### src/aging_tag_buffer_with_match_consume_macros.svh
// ---------------------------------------------------------------------------
// Assertion macros for the aging tag buffer
// Implication forms, clocked on clock and disabled during reset.
// ---------------------------------------------------------------------------
`ifndef AGING_TAG_BUFFER_WITH_MATCH_CONSUME_MACROS_SVH
`define AGING_TAG_BUFFER_WITH_MATCH_CONSUME_MACROS_SVH

// same-cycle implication
`define ATB_ASSERT_IMP(label, ante, cons, msg) \
   label: assert property (@(posedge clock) disable iff (reset) (ante) |-> (cons)) \
      else $error(msg);

// next-cycle implication
`define ATB_ASSERT_NXT(label, ante, cons, msg) \
   label: assert property (@(posedge clock) disable iff (reset) (ante) |=> (cons)) \
      else $error(msg);

`endif

### src/atb_pkg.sv
// ---------------------------------------------------------------------------
// atb_pkg
// Types and constants shared by the aging tag buffer modules.
// ---------------------------------------------------------------------------
package atb_pkg;

   localparam int ATB_DEPTH_DEFAULT = 8;

   localparam int TAG_W       = 5;
   localparam int TIME_W      = 32;
   localparam int MASK_W      = 32;
   localparam int ACT_W       = 3;
   localparam int LIMIT_W     = 4;
   localparam int WIN_W       = 16;
   localparam int OUT_COUNT_W = 4;

   localparam int REQ_FIELDS_W = TIME_W + TAG_W + MASK_W;
   localparam int REQ_TDATA_W  = ((REQ_FIELDS_W + 7) / 8) * 8;

   localparam logic [TIME_W-1:0]  HOLD_RESET  = TIME_W'(1000);
   localparam logic [LIMIT_W-1:0] LIMIT_RESET = LIMIT_W'(8);

   typedef enum logic [ACT_W-1:0] {
      ACT_PUSH    = 3'd0,
      ACT_OPEN    = 3'd1,
      ACT_CLOSE   = 3'd2,
      ACT_CONSUME = 3'd3,
      ACT_CLEAR   = 3'd4
   } action_type;

   typedef enum logic [1:0] {
      REG_HOLD  = 2'd0,
      REG_LIMIT = 2'd1
   } reg_index_type;

   typedef enum logic [2:0] {
      ST_IDLE,
      ST_TRIM,
      ST_SHIFT,
      ST_APPEND,
      ST_DONE
   } state_type;

   typedef struct packed {
      logic [TAG_W-1:0]  tag;
      logic [TIME_W-1:0] stamp;
   } entry_type;

   typedef struct packed {
      logic [ACT_W-1:0]  action;
      logic [TIME_W-1:0] now;
      logic [TAG_W-1:0]  tag;
      logic [MASK_W-1:0] mask;
   } req_type;

   typedef struct packed {
      logic [OUT_COUNT_W-1:0] count;
      logic                   window_open;
      logic [TAG_W-1:0]       tag;
      logic                   consumed;
   } result_type;

   localparam int RSP_FIELDS_W = $bits(result_type);
   localparam int RSP_TDATA_W  = ((RSP_FIELDS_W + 7) / 8) * 8;

endpackage

### src/aging_tag_buffer_with_match_consume.sv
// ---------------------------------------------------------------------------
// Aging tag buffer with match consume
// Age-ordered buffer of tagged events with expiry, limit and window gating.
// ---------------------------------------------------------------------------
// Input words arrive on req_ (tuser = action, tdata = time, tag, mask) and
// each one yields exactly one result word on rsp_ (consumed flag, tag,
// window state, entry count). Registers hold_ticks and entry_limit are set
// through the csr_ port; the user must write them only while the block is
// idle, which the block does not enforce. Open, close, clear, reserved codes,
// ignored pushes and ignored consumes go from accept straight to the done
// state. A push or other consume walks the entries one per cycle through the
// single read port of the entry memory, first past the one age compare for
// expiry and match search, then again for compaction after a removal.
// The block takes one word at a time; req_tready is high only when idle.
// The result sits in an output register; while rsp_tready is low the result
// is held and the sequencer waits before returning to idle.
// Reset empties the buffer, closes the window and sets hold_ticks to 1000
// and entry_limit to 8; the entry memory itself is not cleared.
// ---------------------------------------------------------------------------
`include "aging_tag_buffer_with_match_consume_macros.svh"

module aging_tag_buffer_with_match_consume import atb_pkg::*; #(
   parameter int DEPTH = ATB_DEPTH_DEFAULT
) (
   input  logic                   clock,
   input  logic                   reset,
   input  logic                   req_tvalid,
   output logic                   req_tready,
   // now_ticks[31:0], event_tag[36:32], allowed_mask[68:37], zero pad
   input  logic [REQ_TDATA_W-1:0] req_tdata,
   // action[2:0]
   input  logic [ACT_W-1:0]       req_tuser,
   output logic                   rsp_tvalid,
   input  logic                   rsp_tready,
   // consumed[0], consumed_tag[5:1], window_open[6], entry_count[10:7], zero pad
   output logic [RSP_TDATA_W-1:0] rsp_tdata,
   input  logic                   csr_psel,
   input  logic                   csr_penable,
   input  logic                   csr_pwrite,
   input  logic [2:0]             csr_paddr,
   input  logic [31:0]            csr_pwdata,
   output logic [31:0]            csr_prdata,
   output logic                   csr_pready
);

   logic [TIME_W-1:0]  hold_ff, hold_in;
   logic [LIMIT_W-1:0] limit_ff, limit_in;
   logic               rsp_valid_ff, rsp_valid_in;
   result_type         rsp_data_ff, rsp_data_in;
   logic               csr_wr;
   reg_index_type      csr_idx;
   req_type            req;
   logic               res_valid, res_take;
   result_type         res;
   logic               rsp_hit, rsp_miss;

   assign csr_pready = 1'b1;
   assign csr_wr     = csr_psel && csr_penable && csr_pwrite && csr_pready;
   assign csr_idx    = reg_index_type'({1'b0, csr_paddr[2]});

   always_comb begin
      hold_in  = hold_ff;
      limit_in = limit_ff;
      if (csr_wr) begin
         case (csr_idx)
            REG_HOLD:  hold_in  = csr_pwdata[TIME_W-1:0];
            REG_LIMIT: limit_in = csr_pwdata[LIMIT_W-1:0];
            default: begin
            end
         endcase
      end
      case (csr_idx)
         REG_HOLD:  csr_prdata = hold_ff;
         REG_LIMIT: csr_prdata = 32'(limit_ff);
         default:   csr_prdata = '0;
      endcase
   end

   always_comb begin
      req.action = req_tuser;
      req.now    = req_tdata[TIME_W-1:0];
      req.tag    = req_tdata[TIME_W+TAG_W-1:TIME_W];
      req.mask   = req_tdata[REQ_FIELDS_W-1:TIME_W+TAG_W];
   end

   atb_seq #(.DEPTH(DEPTH)) u_seq (
      .clock       (clock),
      .reset       (reset),
      .req_valid   (req_tvalid),
      .req_ready   (req_tready),
      .req         (req),
      .hold_ticks  (hold_ff),
      .entry_limit (limit_ff),
      .res_valid   (res_valid),
      .res_take    (res_take),
      .res         (res)
   );

   assign res_take = res_valid && (!rsp_valid_ff || rsp_tready);

   always_comb begin
      rsp_valid_in = rsp_valid_ff;
      rsp_data_in  = rsp_data_ff;
      if (res_take) begin
         rsp_valid_in = 1'b1;
         rsp_data_in  = res;
      end else if (rsp_tready) begin
         rsp_valid_in = 1'b0;
      end
   end

   always_ff @(posedge clock) begin
      if (reset) begin
         hold_ff      <= HOLD_RESET;
         limit_ff     <= LIMIT_RESET;
         rsp_valid_ff <= 1'b0;
      end else begin
         hold_ff      <= hold_in;
         limit_ff     <= limit_in;
         rsp_valid_ff <= rsp_valid_in;
      end
   end

   always_ff @(posedge clock) begin
      rsp_data_ff <= rsp_data_in;
   end

   assign rsp_tvalid = rsp_valid_ff;
   assign rsp_tdata  = RSP_TDATA_W'(rsp_data_ff);

   assign rsp_hit  = rsp_valid_ff && rsp_data_ff.consumed;
   assign rsp_miss = rsp_valid_ff && !rsp_data_ff.consumed;

   `ATB_ASSERT_IMP(a_tag_zero_on_miss, rsp_miss, rsp_data_ff.tag == '0, "tag set on a miss")
   `ATB_ASSERT_IMP(a_hit_tag_nonzero, rsp_hit, rsp_data_ff.tag != '0, "hit returned tag zero")
   `ATB_ASSERT_NXT(a_busy_after_accept, req_tvalid && req_tready, !req_tready, "taken while busy")

endmodule

### src/atb_store.sv
// ---------------------------------------------------------------------------
// atb_store
// Entry memory: one write port, one read port with registered read data.
// ---------------------------------------------------------------------------
module atb_store import atb_pkg::*; #(
   parameter int DEPTH = ATB_DEPTH_DEFAULT,
   parameter int AW    = $clog2(DEPTH + 1)
) (
   input  logic          clock,
   input  logic          wr_en,
   input  logic [AW-1:0] wr_addr,
   input  entry_type     wr_entry,
   input  logic          rd_en,
   input  logic [AW-1:0] rd_addr,
   output entry_type     rd_entry
);

   // one spare slot so an append never collides with the oldest entry
   localparam int ENTRIES = DEPTH + 1;

   entry_type mem [ENTRIES];
   entry_type rd_entry_ff;

   always_ff @(posedge clock) begin
      if (wr_en) begin
         mem[wr_addr] <= wr_entry;
      end
   end

   always_ff @(posedge clock) begin
      if (rd_en) begin
         rd_entry_ff <= mem[rd_addr];
      end
   end

   assign rd_entry = rd_entry_ff;

endmodule

### src/atb_seq.sv
// ---------------------------------------------------------------------------
// atb_seq
// Sequencer: walks the entry memory for trim, match search and compaction,
// with one age compare for trim; holds count, base offset and window depth.
// ---------------------------------------------------------------------------
module atb_seq import atb_pkg::*; #(
   parameter int DEPTH = ATB_DEPTH_DEFAULT
) (
   input  logic               clock,
   input  logic               reset,
   input  logic               req_valid,
   output logic               req_ready,
   input  req_type            req,
   input  logic [TIME_W-1:0]  hold_ticks,
   input  logic [LIMIT_W-1:0] entry_limit,
   output logic               res_valid,
   input  logic               res_take,
   output result_type         res
);

   localparam int AW = $clog2(DEPTH + 1);

   state_type         state_ff, state_in;
   logic [ACT_W-1:0]  op_ff, op_in;
   logic [TIME_W-1:0] now_ff, now_in;
   logic [TAG_W-1:0]  tag_ff, tag_in;
   logic [MASK_W-1:0] mask_ff, mask_in;
   logic [AW-1:0]     count_ff, count_in;
   logic [AW-1:0]     base_ff, base_in;
   logic [WIN_W-1:0]  window_ff, window_in;
   logic [AW-1:0]     rd_ptr_ff, rd_ptr_in;
   logic [AW-1:0]     wr_ptr_ff, wr_ptr_in;
   logic              rd_valid_ff, rd_valid_in;
   logic              hit_ff, hit_in;
   logic [AW-1:0]     hit_idx_ff, hit_idx_in;
   logic [TAG_W-1:0]  hit_tag_ff, hit_tag_in;

   logic              rd_en, wr_en;
   logic [AW-1:0]     rd_addr, wr_addr;
   entry_type         rd_entry, wr_entry;
   logic [AW:0]       addr_sum;
   logic [TIME_W-1:0] age;
   logic              keep;
   logic [AW:0]       total, lim_eff, kept;
   logic [MASK_W-1:0] req_mask;

   atb_store #(.DEPTH(DEPTH), .AW(AW)) u_store (
      .clock    (clock),
      .wr_en    (wr_en),
      .wr_addr  (wr_addr),
      .wr_entry (wr_entry),
      .rd_en    (rd_en),
      .rd_addr  (rd_addr),
      .rd_entry (rd_entry)
   );

   always_comb begin
      state_in    = state_ff;
      op_in       = op_ff;
      now_in      = now_ff;
      tag_in      = tag_ff;
      mask_in     = mask_ff;
      count_in    = count_ff;
      base_in     = base_ff;
      window_in   = window_ff;
      rd_ptr_in   = rd_ptr_ff;
      wr_ptr_in   = wr_ptr_ff;
      rd_valid_in = 1'b0;
      hit_in      = hit_ff;
      hit_idx_in  = hit_idx_ff;
      hit_tag_in  = hit_tag_ff;
      req_ready   = 1'b0;
      res_valid   = 1'b0;
      rd_en       = 1'b0;
      wr_en       = 1'b0;
      addr_sum    = {1'b0, base_ff} + {1'b0, rd_ptr_ff};
      rd_addr     = addr_sum[AW-1:0];
      wr_addr     = wr_ptr_ff;
      wr_entry    = rd_entry;
      age         = now_ff - rd_entry.stamp;
      keep        = (age <= hold_ticks) || (state_ff == ST_SHIFT);
      req_mask    = req.mask & ~MASK_W'(1);
      total       = {1'b0, count_ff} + (AW + 1)'(1);
      if (32'(entry_limit) > 32'(DEPTH)) begin
         lim_eff = (AW + 1)'(DEPTH);
      end else begin
         lim_eff = (AW + 1)'(entry_limit);
      end
      kept = (total > lim_eff) ? lim_eff : total;

      case (state_ff)
         ST_IDLE: begin
            req_ready = 1'b1;
            if (req_valid) begin
               op_in     = req.action;
               now_in    = req.now;
               tag_in    = req.tag;
               mask_in   = req_mask;
               hit_in    = 1'b0;
               rd_ptr_in = '0;
               wr_ptr_in = '0;
               state_in  = ST_DONE;
               case (req.action)
                  ACT_PUSH: begin
                     if (req.tag != '0) begin
                        state_in = ST_TRIM;
                     end
                  end
                  ACT_OPEN: begin
                     if (window_ff != '1) begin
                        window_in = window_ff + WIN_W'(1);
                     end
                  end
                  ACT_CLOSE: begin
                     if (window_ff != '0) begin
                        window_in = window_ff - WIN_W'(1);
                     end
                  end
                  ACT_CONSUME: begin
                     if (window_ff != '0 && req_mask != '0) begin
                        state_in = ST_TRIM;
                     end
                  end
                  ACT_CLEAR: begin
                     count_in = '0;
                     base_in  = '0;
                  end
                  default: begin
                  end
               endcase
            end
         end
         ST_TRIM, ST_SHIFT: begin
            if (rd_ptr_ff < count_ff) begin
               rd_en       = 1'b1;
               rd_valid_in = 1'b1;
               rd_ptr_in   = rd_ptr_ff + AW'(1);
            end
            if (rd_valid_ff && keep) begin
               wr_en     = 1'b1;
               wr_ptr_in = wr_ptr_ff + AW'(1);
               if (state_ff == ST_TRIM && op_ff == ACT_CONSUME && mask_ff[rd_entry.tag]) begin
                  hit_in     = 1'b1;
                  hit_idx_in = wr_ptr_ff;
                  hit_tag_in = rd_entry.tag;
               end
            end
            if (rd_ptr_ff >= count_ff && !rd_valid_ff) begin
               if (state_ff == ST_TRIM) begin
                  count_in = wr_ptr_ff;
                  base_in  = '0;
                  if (op_ff == ACT_PUSH) begin
                     state_in = ST_APPEND;
                  end else if (hit_ff) begin
                     rd_ptr_in = hit_idx_ff + AW'(1);
                     wr_ptr_in = hit_idx_ff;
                     state_in  = ST_SHIFT;
                  end else begin
                     state_in = ST_DONE;
                  end
               end else begin
                  count_in = count_ff - AW'(1);
                  state_in = ST_DONE;
               end
            end
         end
         ST_APPEND: begin
            wr_en          = 1'b1;
            wr_addr        = count_ff;
            wr_entry.tag   = tag_ff;
            wr_entry.stamp = now_ff;
            count_in       = kept[AW-1:0];
            if (kept == '0) begin
               base_in = '0;
            end else begin
               base_in = AW'(total - kept);
            end
            state_in = ST_DONE;
         end
         ST_DONE: begin
            res_valid = 1'b1;
            if (res_take) begin
               state_in = ST_IDLE;
            end
         end
         default: begin
            state_in = ST_IDLE;
         end
      endcase
   end

   always_comb begin
      res.consumed    = hit_ff;
      res.tag         = hit_ff ? hit_tag_ff : '0;
      res.window_open = (window_ff != '0);
      res.count       = OUT_COUNT_W'(count_ff);
   end

   always_ff @(posedge clock) begin
      if (reset) begin
         state_ff    <= ST_IDLE;
         op_ff       <= ACT_PUSH;
         count_ff    <= '0;
         base_ff     <= '0;
         window_ff   <= '0;
         rd_ptr_ff   <= '0;
         wr_ptr_ff   <= '0;
         rd_valid_ff <= 1'b0;
         hit_ff      <= 1'b0;
      end else begin
         state_ff    <= state_in;
         op_ff       <= op_in;
         count_ff    <= count_in;
         base_ff     <= base_in;
         window_ff   <= window_in;
         rd_ptr_ff   <= rd_ptr_in;
         wr_ptr_ff   <= wr_ptr_in;
         rd_valid_ff <= rd_valid_in;
         hit_ff      <= hit_in;
      end
   end

   always_ff @(posedge clock) begin
      now_ff     <= now_in;
      tag_ff     <= tag_in;
      mask_ff    <= mask_in;
      hit_idx_ff <= hit_idx_in;
      hit_tag_ff <= hit_tag_in;
   end

endmodule

### config.mk
export PLATFORM = sky130hd
export DESIGN_NAME = aging_tag_buffer_with_match_consume
export DESIGN_NICKNAME = d
export VERILOG_FILES = /design/src/atb_pkg.sv /design/src/aging_tag_buffer_with_match_consume.sv /design/src/atb_store.sv /design/src/atb_seq.sv
export VERILOG_INCLUDE_DIRS = /design/src /design/src/src
export SDC_FILE = /design/constraint.sdc
export NUM_CORES = 1
export LEC_CHECK = 0
export BUFFER_PORTS_ARGS = -buffer_cell sky130_fd_sc_hd__buf_2
export CAP_MARGIN = 0
export CORE_UTILIZATION = 36
export DETAILED_ROUTE_END_ITERATION = 16
export SETUP_SLACK_MARGIN = 0.5
export SLEW_MARGIN = 20
export SYNTH_ARGS = -nofsm -noshare
export SYNTH_HDL_FRONTEND = slang
export SYNTH_SLANG_ARGS = --single-unit
### constraint.sdc
create_clock -name clock -period 10.85 [get_ports clock]
set_clock_uncertainty 0.15 [all_clocks]
set_input_delay 0.5425 -clock clock [delete_from_list [all_inputs] [get_ports clock]]
set_output_delay 0.5425 -clock clock [all_outputs]
set_load 0.05 [all_outputs]
After elaboration in Yosys (flattened, before gate mapping)
Memories as Yosys holds them, arrays and structs flattened. A register that Yosys moved wholly into a read port is not among the register bits.
Cells that the tools add are included.
{ "totals": {"reg_bits": 165, "mem_bits_rw": 333, "in_bits": 117, "out_inout_bits": 51, "elab_cells": 148, "mem_count": 1} }
{ "memory_table": {"columns": ["name", "words", "word_bits", "rd", "rd_clocked_by_memory_dff", "write_ports", "line_no", "rtl"], "rows": [
  ["u_seq.u_store.mem", 9, 37, 1, 1, 1, "atb_store.sv:21", "entry_type mem [ENTRIES];"]
]} }
{ "classes": {"add_sub_neg": 10, "n_lt_le_gt_ge": 6, "eq_ne": 19, "muxes": 56, "n_reduce_logical": 35} }
{ "op_table": {"columns": ["cell", "n"], "rows": [
  ["4-bit 2-to-1 mux", 20],
  ["32-bit one-hot mux with 2 select lines", 1],
  ["37-bit 2-to-1 mux", 1],
  ["32-bit less-or-equal comparator", 1],
  ["16-bit 2-to-1 mux", 2],
  ["16-bit one-hot mux with 2 select lines", 1],
  ["32-bit nonzero test", 1],
  ["32-bit subtractor", 1],
  ["3-bit 2-to-1 mux", 8],
  ["4-bit one-hot mux with 3 select lines", 2],
  ["16-bit by 1-bit adder with 16-bit output, second input constant", 1],
  ["16-bit != test, second input constant", 1],
  ["4-bit one-hot mux with 2 select lines", 2],
  ["16-bit nonzero test", 1],
  ["16-bit by 1-bit subtractor with 16-bit output, second input constant", 1],
  ["3-bit by 2-bit equality test with 1-bit output, second input constant", 5],
  ["1-bit 2-to-1 mux", 13],
  ["4-bit by 1-bit adder with 4-bit output, second input constant", 3],
  ["3-bit one-hot mux with 4 select lines", 1],
  ["2-bit by 1-bit != test with 1-bit output, second input constant", 5],
  ["5-bit AND reduction", 2],
  ["3-bit zero test", 3],
  ["1-bit logical AND", 8],
  ["2-bit != test, second input constant", 4],
  ["26 further kinds", 38]
]} }

Logic depth before layout (Yosys ltp)
{ "logic_depth": {"ltp_word": 10, "depth_mapped": 20, "ltp_nobuf": 20} }

Cells and area by module
Synthesis repeated with hierarchy kept, for this count alone.
{ "unflattened": {"hier_cells": 1855, "hier_area_um2": 25122.8} }
{ "by_module_without_submodules": {"columns": ["module", "instances", "cells_each", "area_per_inst_um2", "seq_area_each_um2"], "rows": [
  ["atb_store", 1, 724, 14038.5, 11110.7],
  ["atb_seq", 1, 919, 8864.8, 3113.0],
  ["aging_tag_buffer_with_match_consume", 1, 212, 2219.6, 1071.0]
]} }

Least setup slack after synthesis
OpenSTA, ideal clock, no wires.
{ "synth_path": {"path_type": "register to register", "start": "register u_seq.now_ff[0]", "end": "memory u_seq.u_store.mem[8][0] (netlist name) (enable)", "arrival_time_ps": 5662, "t_required_ps": 10269, "path_slack_ps": 4607, "path_stages_with_launch": 21, "synth_period_minus_slack_ps": 6243, "cell_sequence": "edfxtp_1 > inv_1 > ha_1 > fa_1 > nor2b_4 > o31a_1 > o2111ai_2 > a211oi_2 > o311ai_4 > a21oi_1 > o41a_1 > xor2_1 > ha_1 > a21oi_1 > nand2_1 > a221o_1 > nor3_1 > o221ai_1 > o32a_1 > nand2b_1 > nor2_1"} }
{ "synth_between": {"elab_chain_len": 8} }
{ "synth_rtl": {"columns": ["element", "line_no", "rtl"], "rows": [
  ["start: declaration", "atb_seq.sv:25", "logic [TIME_W-1:0] now_ff, now_in;"],
  ["start signal: assignment", "atb_seq.sv:224", "now_ff <= now_in;"],
  ["32-bit subtractor", "atb_seq.sv:80", "age = now_ff - rd_entry.stamp;"],
  ["32-bit less-or-equal comparator", "atb_seq.sv:81", "keep = (age <= hold_ticks) || (state_ff == ST_SHIFT);"],
  ["1-bit logical OR", "atb_seq.sv:81", null],
  ["1-bit logical AND", "atb_seq.sv:139", "if (rd_valid_ff && keep) begin"],
  ["1-bit 2-to-1 mux", "atb_seq.sv:139", null],
  ["1-bit one-hot mux with 2 select lines", "atb_seq.sv:91", "case (state_ff)"],
  ["1-bit 2-to-1 mux", "atb_store.sv:25", "if (wr_en) begin"],
  ["1-bit 2-to-1 mux (implied by the code)", "atb_store.sv:26", "mem[wr_addr] <= wr_entry;"],
  ["end: declaration", "atb_store.sv:21", null]
]} }
Every way passes these cells.

Final worst setup path
{ "layout_path": {"start": "register u_seq.u_store.rd_entry[0] (netlist name)", "end": "memory u_seq.u_store.mem[8][12] (netlist name) (enable)"} }
{ "layout_between": {"elab_chain_len": 8} }
{ "layout_rtl": {"columns": ["element", "line_no"], "rows": [
  ["32-bit subtractor", "atb_seq.sv:80"],
  ["32-bit less-or-equal comparator", "atb_seq.sv:81"],
  ["1-bit logical OR", "atb_seq.sv:81"],
  ["1-bit logical AND", "atb_seq.sv:139"],
  ["1-bit 2-to-1 mux", "atb_seq.sv:139"],
  ["1-bit one-hot mux with 2 select lines", "atb_seq.sv:91"],
  ["1-bit 2-to-1 mux", "atb_store.sv:25"],
  ["1-bit 2-to-1 mux (implied by the code)", "atb_store.sv:26"]
]} }
Every way passes these cells.

==> key figures <==
Global route
  – Gr usage total: 0.166
  – Grt ovf: 0
  – GRT met1 Usage: 0.219
  – Pin count of the biggest net entering global routing: 78
  – GRT met2 Usage: 0.285
  – Most Crowded Layer GR: met2
  – Met3 GRT Util: 0.0258
  – First-pass GRT wire length: 86,800 um
  – Initial antenna violation count: 2
  – Vias in the first global route: 15,100

Synthesis
  – Synth area leader: edfxtp_1
  – Post-synth EDFFs: 458
  – Seq/Total Area, Yosys: 0.631
  – Count leader, synth: edfxtp_1
  – Mapped Cells: 1,767
  – Synth top area share: 0.568
  – Ys async rst share: 0
  – List of most frequent post-synthesis cells: 458 x edfxtp_1, 151 x nand2_1, 151 x nor2_1
  – Netlist Area Pre-Place: 24,200 um2
  – Avg Cell Area, Syn: 13.7 um2
  – Dominant cells by area after synthesis: edfxtp_1 57%, mux4_2 7.7%, dfxtp_1 6.4%, ha_1 5.0%, a21oi_1 2.6%
  – Distinct cells, synth: 78
  – YS warnings: 0
  – Main flop type after synthesis: edfxtp_1
  – Post-synthesis register bit count: 535

Routing
  – DRT antenna net count: 0
  – Residual DRC: 0
  – Routed vias/inst: 5.24
  – WL/cell: 19.7 um
  – Vias: 15,200
  – Post-Route WL: 57,200 um
  – DR iter-0 viols: 1,067
  – DRT Pass-1 Iters: 5

Layout
  – Fillcell total: 5,893
  – Share of layout cells above drive strength 1: 0.183
  – Utilization after layout: 0.431
  – Layout area overhead: 17.9%
  – Non-Filler Instances: 2,908
  – Layout Nets: 2,221

STA
  – Fin crit period: 7110 ps
  – Setup violators final: 0
  – Worst-Margin Slew: 1110 ps
  – Fin Hold WS: 34.9 ps
  – Fin. Hold Viols: 0
  – Fmax: 141 MHz
  – Ratio of final minimum period to clock period: 0.655
  – Relative slew slack: 0.250
  – Setup TNS: 0 ps
  – Pins Over Slew Limit: 0
  – RSZ-0062 raised after global routing: false

Clocking
  – CTS root buffer: clkbuf_16
  – Clock buffer depth: 3
  – TritonCTS buffer count: 53
  – CTS sink count: 535
  – Worst-Skew Late Latency: 610 ps
  – Worst-path clk slew: 60 ps
  – CTS tree: yes
  – H-tree levels: 2

Setup path
  – Critical path class: register to register
  – Worst endpoint required time: 10,930 ps
  – Arrival time at the worst endpoint: 7190 ps
  – CP max FO: 31
  – CP endpoint kind: register
  – Startpoint types: register

Power and ir drop
  – Worst VDD drop: 0.0913 mV
  – Tot Pwr: 4.60 mW
  – Leak: 10.3 nW
  – Power Dens Cells: 161 nW/um2

Floorplan
  – Starting Density: 0.366
  – Placement Rows: 94
  – Core area: 66,200 um2
  – Die area: 68,300 um2
  – # IOs: 168
  – Die span in x: 261 um
  – Die Span Y: 261 um

Place
  – Detailed placer's ending HPWL: 35,800 um
  – Port Buffers: 155
  – DP Cell Count: 2,740
  – Gpl congestion: 0.858

Job
  – # Max-Cap Violations: 0

Outcome
  – Outcome: completed

Min path
  – HP Class: input port to register
-- final cells by class --
class,count,area [um2],share of cell area
flip-flops and latches,535,15300,0.536
inverters,100,377,0.0132
clock buffers,65,1390,0.0488
diodes,2,5.00,0.000175
multi-input cells,1065,8400,0.294
clock inverters,28,319,0.0112
well taps,864,1080,0.0379
repair buffers,249,1680,0.0590
-- cell families (layout without fill, tap and decap cells) --
logic type	after synthesis	after routing	share of synthesized area
AOI/OAI and AO/OA	308	308	0.0808
and+or+nand+nor	457	457	0.0860
DFF	535	535	0.631
adders and majority gates	100	100	0.0529
xor gates and xnor gates	49	49	0.0177
muxes	145	145	0.103
buffers and inverters	171	442	0.0280
other	2	8	0.000310
-- flip-flops by register name, summed over array words and instances, names as in the netlist, 5 cells and up --
signal                  flops
u_seq.mask_ff              31
hold_ff                    32
u_seq.tag_ff                5
u_seq.now_ff               32
u_seq.u_store.mem         333
u_seq.window_ff            16
u_seq.hit_tag_ff            5
rsp_tdata                  11
u_seq.u_store.rd_entry     37
-- worst max-delay path: stages, from the launching register on --
cell and delay [ps]:
edfxtp_1 400, ha_1 270, fa_1 460, nor2b_4 140, o31a_1 210, o2111ai_2 170
a211oi_2 500, o311ai_4 150, a21oi_1 250, o41a_1 190, xor2_1 360, ha_1 340
nand4_1 150, nor3_1 70, a221o_1 320, nor3_1 430, o221ai_1 410, o32a_1 540
nand2b_1 310, nor2_4 340, buf_4 540
-- layer usage --
metal | share of wire | up-vias
met5 | 0 | -
met4 | 0.019 | 0
met3 | 0.048 | 78
met2 | 0.49 | 396
met1 | 0.44 | 7617
li1 | - | 7142
-- report_power, final --
| part | total [mW] | switching, mW | leakage (nW) | internal (mW) |
|---|---|---|---|---|
| clock | 1.82 | 0.771 | 0.823 | 1.05 |
| combinational | 0.478 | 0.292 | 4.67 | 0.186 |
| sequential | 2.30 | 0.0300 | 4.79 | 2.27 |
-- worst paths after layout --
kind / from / end / slack, ps / depth (start not counted)
max: u_seq.u_store.rd_entry[0]$_DFFE_PP_ / u_seq.u_store.mem[8][12]$_DFFE_PP_ / 3740 / 20
min: req_tdata[7] / u_seq.now_ff[7]$_DFFE_PP_ / 30 / 1
max reg2reg: u_seq.u_store.rd_entry[0]$_DFFE_PP_ / u_seq.u_store.mem[8][12]$_DFFE_PP_ / 3740 / 20
min reg2reg: hold_ff[15]$_SDFFE_PP0P_ / hold_ff[15]$_SDFFE_PP0P_ / 310 / 2
-- timing repair --
item                                   in CTS  in global routing
gates resized for setup                     0                  0
setup endpoints to repair                   0                  0
endpoints found under the hold margin      73                  0
hold buffers                               73                  0
setup buffers                               0                  0
-- cells in the final DEF, fill, tap and decap left out, types with 18 or more instances in the layout --
| cell type | n |
|---|---|
| edfxtp_1 | 458 |
| buf_2 | 155 |
| nand2_1 | 151 |
| nor2_1 | 138 |
| a21oi_1 | 124 |
| inv_1 | 99 |
| ha_1 | 95 |
| mux4_2 | 83 |
| dfxtp_1 | 77 |
| dlygate4sd3_1 | 73 |
| o21ai_0 | 59 |
| mux2i_1 | 59 |
| clkbuf_16 | 54 |
| xnor2_1 | 32 |
| nor3_1 | 28 |
| nand3_1 | 26 |
| buf_4 | 20 |
| nand4_1 | 18 |
-- per-stage QoR --
step	area, um2	setup slack (ps)
3_5_place_dp	26100	3700
3_3_place_gp	26100	3780
2_1_floorplan	24200	4610
6_report	28600	3740
4_1_cts	28500	3680
5_1_grt	28600	3440
Note: power is estimated with default switching activity, not from simulation.
